File: config.mk
export PLATFORM = sky130hd
export DESIGN_NAME = quad_segment_frame_assembler_top
export DESIGN_NICKNAME = d
export VERILOG_FILES = /design/src/hdl/qsfa_pkg.sv /design/src/hdl/quad_segment_frame_assembler_top.sv /design/src/hdl/qsfa_cfg_regs.sv /design/src/hdl/qsfa_seg_update.sv
export SDC_FILE = /design/constraint.sdc
export NUM_CORES = 1
export LEC_CHECK = 0
export BUFFER_PORTS_ARGS = -buffer_cell sky130_fd_sc_hd__buf_4
export CAP_MARGIN = 0
export CORE_MARGIN = 2
export CORE_UTILIZATION = 52
export CTS_BUF_LIST = sky130_fd_sc_hd__clkbuf_16
export DETAILED_ROUTE_END_ITERATION = 10
export PLACE_DENSITY_LB_ADDON = 0.3
export SYNTH_ARGS = -nofsm -noshare
export SYNTH_HDL_FRONTEND = slang
export SYNTH_SLANG_ARGS = --single-unit
File: constraint.sdc
create_clock -name clk -period 12.6 [get_ports clk]
set_input_delay 0.63 -clock clk [delete_from_list [all_inputs] [get_ports clk]]
set_output_delay 0.63 -clock clk [all_outputs]
set_load 0.005 [all_outputs]
File: src/hdl/qsfa_pkg.sv
`timescale 1ns / 1ps
// ----------------------------------------------------------------------------
// qsfa_pkg
// Shared types and constants of the quad segment frame assembler.
// ----------------------------------------------------------------------------
package qsfa_pkg;

  localparam int unsigned FNUM_W   = 32;
  localparam int unsigned QUAD_W   = 2;
  localparam int unsigned NQUAD    = 4;
  localparam int unsigned QCNT_W   = 3;
  localparam int unsigned DMG_W    = 8;
  localparam int unsigned CFG_IDX_W = 1;
  localparam int unsigned CFG_DAT_W = 3;

  localparam logic [CFG_IDX_W-1:0] REG_QUAD_COUNT = 1'b0;
  localparam logic [CFG_IDX_W-1:0] REG_SEQ_MODE   = 1'b1;

  localparam logic [QCNT_W-1:0] QUAD_COUNT_RST = 3'd4;
  localparam logic [FNUM_W-1:0] FRAME_JUMP_MAX = 32'd10;
  localparam logic [DMG_W-1:0]  LINK_ERR_DMG   = 8'hE0;
  localparam logic [DMG_W-1:0]  DUP_QUAD_DMG   = 8'hD0;

  typedef struct packed {
    logic              end_frame_error;
    logic              rx_overflow;
    logic              len_fault;
    logic              short_read;
    logic              read_fail;
    logic [FNUM_W-1:0] frame_number;
    logic [QUAD_W-1:0] quad_id;
  } seg_t;

  typedef struct packed {
    logic              accepted;
    logic              frame_start;
    logic [QCNT_W-1:0] segment_index;
    logic [DMG_W-1:0]  damage_bits;
    logic              user_damage;
    logic [QCNT_W-1:0] missing_quads;
    logic [FNUM_W-1:0] frame_count;
  } res_t;

  typedef struct packed {
    logic [QCNT_W-1:0] segs;
    logic [NQUAD-1:0]  seen;
    logic [FNUM_W-1:0] last_frame;
  } frm_state_t;

  typedef struct packed {
    logic [QCNT_W-1:0] quad_count;
    logic              sequence_mode;
  } cfg_t;

endpackage

File: src/hdl/quad_segment_frame_assembler_top.sv
`timescale 1ns / 1ps
// ----------------------------------------------------------------------------
// quad_segment_frame_assembler_top
// Assembles detector frames out of up to four quadrant segments.
// ----------------------------------------------------------------------------
// Usage:
//   Input channel (in_*): one received segment per item, valid/stall.
//   Result channel (out_*): exactly one result item per segment, valid/stall.
//   Config channel (cfg_*): index 0 quad_count, index 1 sequence_mode;
//   cfg_ready is always high, write only while the block is idle.
// Datapath: an accepted item is held in the input register, and its result
//   is loaded from there into the output register.
// Throughput: one item per cycle while the output does not stall; the frame
//   state is updated by a single combinational pass between input and output
//   register, so consecutive items see each other's update without bubbles.
// Reset: rst_n (sync, active low) clears both stages, the frame state,
//   and sets quad_count to 4 and sequence_mode to 0.
// Stall: while out_stall holds a pending result, the input register keeps
//   its item and in_stall rises only if that register is also full.
// ----------------------------------------------------------------------------
module quad_segment_frame_assembler_top (
  input  logic                               clk,
  input  logic                               rst_n,
  input  logic                               cfg_valid,
  output logic                               cfg_ready,
  input  logic [qsfa_pkg::CFG_IDX_W-1:0]     cfg_index,
  input  logic [qsfa_pkg::CFG_DAT_W-1:0]     cfg_data,
  input  logic                               in_valid,
  output logic                               in_stall,
  input  logic                               in_end_frame_error,
  input  logic                               in_rx_overflow,
  input  logic                               in_len_fault,
  input  logic                               in_short_read,
  input  logic                               in_read_fail,
  input  logic [qsfa_pkg::FNUM_W-1:0]        in_frame_number,
  input  logic [qsfa_pkg::QUAD_W-1:0]        in_quad_id,
  output logic                               out_valid,
  input  logic                               out_stall,
  output logic                               out_accepted,
  output logic                               out_frame_start,
  output logic [qsfa_pkg::QCNT_W-1:0]        out_segment_index,
  output logic [qsfa_pkg::DMG_W-1:0]         out_damage_bits,
  output logic                               out_user_damage,
  output logic [qsfa_pkg::QCNT_W-1:0]        out_missing_quads,
  output logic [qsfa_pkg::FNUM_W-1:0]        out_frame_count
);
  import qsfa_pkg::*;

  cfg_t       cfg;
  seg_t       seg_r;
  logic       seg_valid_r;
  frm_state_t state_r, state_nxt;
  res_t       res_nxt, res_r;
  logic       out_valid_r;
  logic       out_free, out_load;

  qsfa_cfg_regs u_cfg (
    .clk       (clk),
    .rst_n     (rst_n),
    .cfg_valid (cfg_valid),
    .cfg_ready (cfg_ready),
    .cfg_index (cfg_index),
    .cfg_data  (cfg_data),
    .cfg       (cfg)
  );

  qsfa_seg_update u_upd (
    .cfg (cfg),
    .cur (state_r),
    .seg (seg_r),
    .nxt (state_nxt),
    .res (res_nxt)
  );

  assign out_free = !out_valid_r || !out_stall;
  assign out_load = seg_valid_r && out_free;
  assign in_stall = seg_valid_r && !out_free;

  always_ff @(posedge clk) begin
    if (!rst_n) begin
      seg_valid_r <= 1'b0;
    end else if (!in_stall) begin
      seg_valid_r <= in_valid;
    end
  end

  always_ff @(posedge clk) begin
    if (!in_stall && in_valid) begin
      seg_r.end_frame_error <= in_end_frame_error;
      seg_r.rx_overflow     <= in_rx_overflow;
      seg_r.len_fault       <= in_len_fault;
      seg_r.short_read      <= in_short_read;
      seg_r.read_fail       <= in_read_fail;
      seg_r.frame_number    <= in_frame_number;
      seg_r.quad_id         <= in_quad_id;
    end
  end

  always_ff @(posedge clk) begin
    if (!rst_n) begin
      state_r <= '0;
    end else if (out_load) begin
      state_r <= state_nxt;
    end
  end

  always_ff @(posedge clk) begin
    if (!rst_n) begin
      out_valid_r <= 1'b0;
    end else if (out_free) begin
      out_valid_r <= seg_valid_r;
    end
  end

  always_ff @(posedge clk) begin
    if (out_load) begin
      res_r <= res_nxt;
    end
  end

  assign out_valid         = out_valid_r;
  assign out_accepted      = res_r.accepted;
  assign out_frame_start   = res_r.frame_start;
  assign out_segment_index = res_r.segment_index;
  assign out_damage_bits   = res_r.damage_bits;
  assign out_user_damage   = res_r.user_damage;
  assign out_missing_quads = res_r.missing_quads;
  assign out_frame_count   = res_r.frame_count;

endmodule

File: src/hdl/qsfa_cfg_regs.sv
`timescale 1ns / 1ps
// ----------------------------------------------------------------------------
// qsfa_cfg_regs
// Configuration registers: quad count and sequence mode.
// ----------------------------------------------------------------------------
module qsfa_cfg_regs (
  input  logic                               clk,
  input  logic                               rst_n,
  input  logic                               cfg_valid,
  output logic                               cfg_ready,
  input  logic [qsfa_pkg::CFG_IDX_W-1:0]     cfg_index,
  input  logic [qsfa_pkg::CFG_DAT_W-1:0]     cfg_data,
  output qsfa_pkg::cfg_t                     cfg
);
  import qsfa_pkg::*;

  cfg_t cfg_r;

  assign cfg_ready = 1'b1;
  assign cfg       = cfg_r;

  always_ff @(posedge clk) begin
    if (!rst_n) begin
      cfg_r.quad_count    <= QUAD_COUNT_RST;
      cfg_r.sequence_mode <= 1'b0;
    end else if (cfg_valid && cfg_ready) begin
      case (cfg_index)
        REG_QUAD_COUNT: cfg_r.quad_count    <= cfg_data;
        REG_SEQ_MODE:   cfg_r.sequence_mode <= cfg_data[0];
        default: ;
      endcase
    end
  end

endmodule

File: src/hdl/qsfa_seg_update.sv
`timescale 1ns / 1ps
// ----------------------------------------------------------------------------
// qsfa_seg_update
// Per-segment frame bookkeeping: next frame state and the result item.
// ----------------------------------------------------------------------------
module qsfa_seg_update (
  input  qsfa_pkg::cfg_t       cfg,
  input  qsfa_pkg::frm_state_t cur,
  input  qsfa_pkg::seg_t       seg,
  output qsfa_pkg::frm_state_t nxt,
  output qsfa_pkg::res_t       res
);
  import qsfa_pkg::*;

  function automatic logic [QCNT_W-1:0] mod_q(input logic [QCNT_W-1:0] v,
                                              input logic [QCNT_W-1:0] q);
    logic [QCNT_W-1:0] r;
    case (q)
      3'd1: r = '0;
      3'd2: r = {2'b00, v[0]};
      3'd3: begin
        if (v < 3'd3)      r = v;
        else if (v < 3'd6) r = v - 3'd3;
        else               r = v - 3'd6;
      end
      default: r = {1'b0, v[1:0]};
    endcase
    return r;
  endfunction

  logic [QCNT_W-1:0] q;
  logic [QCNT_W-1:0] segs0, segs1;
  logic [NQUAD-1:0]  mask0, mask1, qbit;
  logic [2:0]        dmg_flags;
  logic [FNUM_W-1:0] new_last, diff;
  logic [QCNT_W-1:0] have, missing;
  logic [DMG_W-1:0]  dmg, applied;
  logic              kept, start, udmg;

  always_comb begin
    if (cfg.quad_count == 3'd0)     q = 3'd1;
    else if (cfg.quad_count > 3'd4) q = 3'd4;
    else                            q = cfg.quad_count;

    qbit      = NQUAD'(1) << seg.quad_id;
    segs0     = mod_q(cur.segs, q);
    start     = (segs0 == '0);
    mask0     = start ? '0 : cur.seen;
    dmg_flags = {seg.len_fault, seg.rx_overflow, seg.end_frame_error};
    kept      = !(seg.short_read || seg.read_fail);
    new_last  = seg.frame_number - 32'd1;
    diff      = new_last - cur.last_frame;
    have      = QCNT_W'(mask0[0]) + QCNT_W'(mask0[1]) + QCNT_W'(mask0[2])
              + QCNT_W'(mask0[3]);
    missing   = '0;
    udmg      = 1'b0;
    applied   = '0;
    dmg       = {5'b00000, dmg_flags};
    segs1     = segs0;
    mask1     = mask0;
    nxt.last_frame = cur.last_frame;

    if (dmg_flags != 3'b000) begin
      if (kept) begin
        dmg     = dmg | LINK_ERR_DMG;
        udmg    = 1'b1;
        applied = dmg;
      end
    end else begin
      nxt.last_frame = new_last;
      if (new_last != cur.last_frame && segs0 != '0 && !cfg.sequence_mode) begin
        if (new_last < cur.last_frame || diff > FRAME_JUMP_MAX) begin
          kept = 1'b0;
        end else begin
          missing = (have < q) ? q - have : '0;
          segs1   = '0;
          mask1   = qbit;
          start   = 1'b1;
          kept    = 1'b1;
        end
      end
    end

    if (kept) begin
      segs1 = segs1 + 3'd1;
      if ((mask1 & qbit) != '0) begin
        dmg     = dmg | DUP_QUAD_DMG | {4'b0000, qbit};
        udmg    = 1'b1;
        applied = dmg;
      end
      mask1 = mask1 | qbit;
    end

    nxt.segs = segs1;
    nxt.seen = mask1;

    res.accepted      = kept;
    res.frame_start   = start;
    res.segment_index = segs1;
    res.damage_bits   = applied;
    res.user_damage   = udmg;
    res.missing_quads = missing;
    res.frame_count   = nxt.last_frame;
  end

endmodule
# ---- Yosys cells after proc, flatten, opt, wreduce, memory -nomap -nowiden
# Cells that the tools add are included.
dict set report totals {
  in_bits 48
  ff_bits 133
  elab_cells 100
}
dict set report classes {
  shift 1
  n_reduce_logical 22
  eq_ne 4
  mux 31
  order_cmp 6
  bitwise_logic 6
  addsub 9
}
# op count
set op_table {}
lappend op_table {{> comparator 32 x 4 -> 1 bit, second input constant} 1}
lappend op_table {{less-than comparator 32 bit} 1}
lappend op_table {{two-way mux 32 bit} 1}
lappend op_table {{two-way mux 8 bit} 4}
lappend op_table {{inequality test 32 bit} 1}
lappend op_table {{subtractor 32 x 1 -> 32 bit, second input constant} 1}
lappend op_table {{subtractor 32 bit} 1}
lappend op_table {{two-way mux 3 bit} 8}
lappend op_table {{two-way mux 4 bit} 5}
lappend op_table {{two-way mux 6 bit} 2}
lappend op_table {{two-way mux 1 bit} 10}
lappend op_table {{one-hot mux 3 bit (3 select lines)} 1}
lappend op_table {{bitwise OR 8 x 4 -> 8 bit} 1}
lappend op_table {{adder 3 x 1 -> 3 bit} 2}
lappend op_table {{equality test 3 x 2 -> 1 bit, second input constant} 2}
lappend op_table {{zero test 1 bit} 6}
lappend op_table {{zero test 3 bit} 2}
lappend op_table {{nonzero test 3 bit} 2}
lappend op_table {{logical AND 1 bit} 5}
lappend op_table {{AND 4 bit} 1}
lappend op_table {{bitwise OR 4 bit} 1}
lappend op_table {{AND reduction 2 bit} 2}
lappend op_table {{nonzero test 4 bit} 1}
lappend op_table {{OR reduction 4 bit} 1}
lappend op_table {{other kinds (13)} 17}

# ---- Depth between registers and ports, before layout
dict set report logic_depth {
  ltp_word 14
  depth_mapped 25
  depth_no_buf 23
}

# ---- By module
# Synthesis repeated with hierarchy kept, for this count alone.
dict set report hier_totals {
  cells_unflattened 1036
  area_unflattened_um2 9211.3
}
# module seq_area_each_um2 n_inst area_per_inst_um2 cells_per_inst
set by_module_without_submodules {}
lappend by_module_without_submodules {qsfa_seg_update 0.0 1 4732.0 752}
lappend by_module_without_submodules {quad_segment_frame_assembler_top 3463.3 1 4302.9 265}
lappend by_module_without_submodules {qsfa_cfg_regs 80.1 1 176.4 19}

# ---- Worst setup path before layout
# Ideal clock, no wire load.
dict set report synth_path {
  path_type {register to register}
  start {register seg_r[5] (netlist bit)}
  end {register res_r (netlist bit out_segment_index[1]) (data pin)}
  slack_ps 7251
  setup_ps 274
  stages_incl_launch_ff 23
  period_less_slack_ps 5349
  n_path_buf 3
  arrival_ps 5075
  cell_sequence {edfxtp_1 -> or3_1 -> or4_1 -> clkbuf_1 -> nor2_2 -> nand3b_2 -> or4_1 -> xnor2_1 -> ha_1 -> clkbuf_1 -> a21oi_1 -> o211ai_1 -> nand2_1 -> or3b_1 -> nor4_1 -> nand4b_1 -> nor4_1 -> nand4_2 -> buf_2 -> nor2b_1 -> ha_1 -> a21oi_1 -> a31oi_1}
}
# element line
set synth_rtl {}
lappend synth_rtl {{start: declaration} quad_segment_frame_assembler_top.sv:50} ;# seg_t seg_r;
lappend synth_rtl {{end signal: assignment} quad_segment_frame_assembler_top.sv:117} ;# res_r <= res_nxt;
lappend synth_rtl {{end: declaration} quad_segment_frame_assembler_top.sv:53} ;# res_t res_nxt, res_r;

==> impl_metrics.json <==
{
  "period_share": 0.503,
  "synthAdderAreaFrac": 0.0703,
  "synth_top_family_by_area": "compound AO/OA/AOI/OAI gates",
  "dpl.hpwl_um": 14200,
  "insertion_delay_ns": 0.43,
  "track_usage": 0.238,
  "synth_seq_cells": 131,
  "crit_arrival_ns": 6.50,
  "cts_buffers": 17,
  "worstPathMaxFanout": 23,
  "ir_drop_uv": 99.7,
  "tightest_slew_ns": 1.21,
  "finalCriticalPeriod_ns": 6.33,
  "slowest_delay_ns": 0.60,
  "cts_max_level": 4,
  "layout-drive-gt1-share": 0.158,
  "yosysTopAreaCell": "edfxtp_1",
  "drt_iter0_markers": 451,
  "fin_cells": 1211,
  "die_x_um": 131,
  "synth_edf_count": 86,
  "cts_tree": "yes",
  "hold_path.class": "in2reg",
  "nets": 1076,
  "post_cts_resized": 0,
  "synth_cell_types": 85,
  "start_util": 0.528,
  "yosysTopAreaCellShare": 0.310,
  "synth_compound_area_frac": 0.201,
  "finalClockSkew_ns": 0.0125,
  "syn2layout_area_growth_pct": 16.5,
  "clock_path_buffers": 2,
  "p_leak_nw": 3.69,
  "start_kind": "register",
  "diodes": 0,
  "slew_violations": 0,
  "cp_top_family": "simple AND/OR/NAND/NOR gates",
  "worstPathCellList": "or3_1, or4_1, nor2_2, nand3b_2, or4_1, xnor2_1, ha_1, a21oi_1, o211ai_1, nand2_1, or3b_1, nor4_1, nand4b_1, nor4_1, nand4_2, nor2b_1, ha_1, mux2i_1, nand2_1",
  "clk_pin_slew_worst_paths_ns": 0.06,
  "yosys-top-cells-area": "edfxtp_1, dfxtp_1, ha_1, nand2_1, a21oi_1",
  "row_count": 46,
  "synth_fp_nets": 1006,
  "io_pins": 100,
  "synthCells": 913,
  "crit_type": "reg2reg",
  "fmax_mhz": 158,
  "crit_buf_inv": 0,
  "cp-end-kind": "register",
  "grt_pass1_vias": 6560,
  "hold_buffers": 0,
  "grt_max_degree": 69,
  "yosys.area_share.simple": 0.192,
  "clockRootBuffer": "clkbuf_16",
  "grt-ovfl-total": 0,
  "p_per_area_nw_per_um2": 118,
  "viasPerCell": 5.66,
  "io_buffers": 98,
  "die-area_um2": 17100,
  "grt_pass1_wl_um": 31900,
  "tns_ns": 0,
  "synthMuxAreaShare": 0.0176,
  "synth_xor_area_frac": 0.0473,
  "post_cts.repair.setup_buffers": 0,
  "placed_cells": 1180,
  "die_h_um": 131,
  "max_slew_margin": 0.193,
  "routed_wl_um": 19700,
  "drcViolationCount": 0,
  "synthFlopType": "edfxtp_1",
  "cap_viol_max_count": 0,
  "dr.pass1.iters": 5,
  "rsz0062_at_grt": "no",
  "place_congestion": 0.939,
  "via_count": 6852,
  "avgSynthCellArea_um2": 9.13,
  "wl_per_cell_um": 16.3,
  "synthArstFlopShare": 0,
  "worst_path_max_delay_cell": "or4_1",
  "antenna_left": 0,
  "antenna_found_initial": 0,
  "status": "completed",
  "hold_viol_final": 0,
  "yosys_warnings": 0,
  "seq_area_frac_synth": 0.418,
  "cts.sinks": 131,
  "fp.coreArea_um2": 15800,
  "syn_area_um2": 8330,
  "setup_viol": 0,
  "cp.required_ns": 12.77
}
-- cell families (layout without fill, tap and decap cells) --
logic type,count (synthesis),after routing
AO/OA/AOI/OAI,242,242
AND/OR/NAND/NOR,329,329
other,1,1
multiplexers,13,13
XOR/XNOR,45,45
flip-flops,131,131
adder cells (fa/ha/maj),45,45
buffers and inverters,107,189
-- Yosys cell counts (15+ instances only) --
cell type    n
nand3_1     18
edfxtp_1    86
nor3_1      23
o21a_1      15
xnor2_1     18
o21ai_0     41
a21boi_0    28
nor2_1      51
clkbuf_1    28
xor2_1      27
a21o_1      15
inv_1       57
dfxtp_1     45
nand2b_1    15
ha_1        42
a21oi_1     51
nand2_1    136
-- placed cells by master, fill, tap and decap left out, types with 6 or more instances in the layout --
cell,instances
o211ai_1,6
buf_4,100
or4_1,8
nor3_1,22
o21ai_1,9
nor2_1,51
ha_1,42
o21a_1,15
nor2b_1,12
a211oi_1,9
a31oi_1,9
nand4_1,13
clkbuf_16,18
dfxtp_1,45
mux2i_1,9
or3_1,8
nand2b_1,15
inv_1,60
nor4_1,14
nand2_1,135
a21o_1,15
edfxtp_1,86
nand3_1,18
a21oi_1,51
o21ai_0,41
a21boi_0,28
xor2_1,27
a211o_1,6
xnor2_1,18
-- flip-flops by register name, summed over array words and instances, names as in the netlist --
register           cells
state_r               39
out_frame_start        1
seg_valid_r            1
out_valid              1
out_damage_bits        7
out_frame_count       32
seg_r                 39
out_segment_index      3
out_missing_quads      3
out_accepted           1
u_cfg.cfg              4
-- routing by layer --
layer	routed length (um)	global-route usage	part of all wire
met4	243	0.0738	0.012
met5	0	0	0
met2	9820	0.401	0.50
met3	754	0.0489	0.038
met1	8880	0.310	0.45
-- final timing paths --
kind | cells past startpoint | slack [ns] | to | start
setup / recovery | 19 | 6.27 | out_segment_index[2]$_DFFE_PP_ | seg_r[5]$_DFFE_PP_
hold / removal | 1 | 0.38 | seg_r[0]$_DFFE_PP_ | in_quad_id[0]
setup reg to reg | 19 | 6.27 | out_segment_index[2]$_DFFE_PP_ | seg_r[5]$_DFFE_PP_
hold reg to reg | 2 | 0.45 | state_r[31]$_SDFFE_PN0P_ | state_r[31]$_SDFFE_PN0P_
-- power breakdown --
group / internal (mW) / switching [mW] / total (mW)
registers: 0.479 / 0.0132 / 0.492
logic: 0.0732 / 0.103 / 0.177
clock network: 0.297 / 0.182 / 0.479
total: 0.849 / 0.299 / 1.15
-- layout make-up --
type	count	area (um2)
fill	1400	6060
inverter	58	218
tap	216	270
multi-input combinational	675	4420
timing repair buffer	100	751
sequential	131	3480
clock buffer	18	450
clock inverter	13	118
-- stage by stage --
| stage | setup slack [ns] | utilization | hold WS (ns) | power, mW | instance area, um2 |
|---|---|---|---|---|---|
| 2_1_floorplan | 7.25 | - | 0.435 | 0.620 | 8330 |
| 3_3_place_gp | 6.61 | 0.580 | 0.444 | 0.673 | 9140 |
| 3_5_place_dp | 6.35 | 0.580 | 0.447 | 0.674 | 9140 |
| 4_1_cts | 6.34 | 0.616 | 0.363 | 1.15 | 9710 |
| 5_1_grt | 5.69 | 0.616 | 0.363 | 1.19 | 9710 |
| 6_report | 6.27 | 0.616 | 0.375 | 1.15 | 9710 |
(Power assumes the default switching activity.)
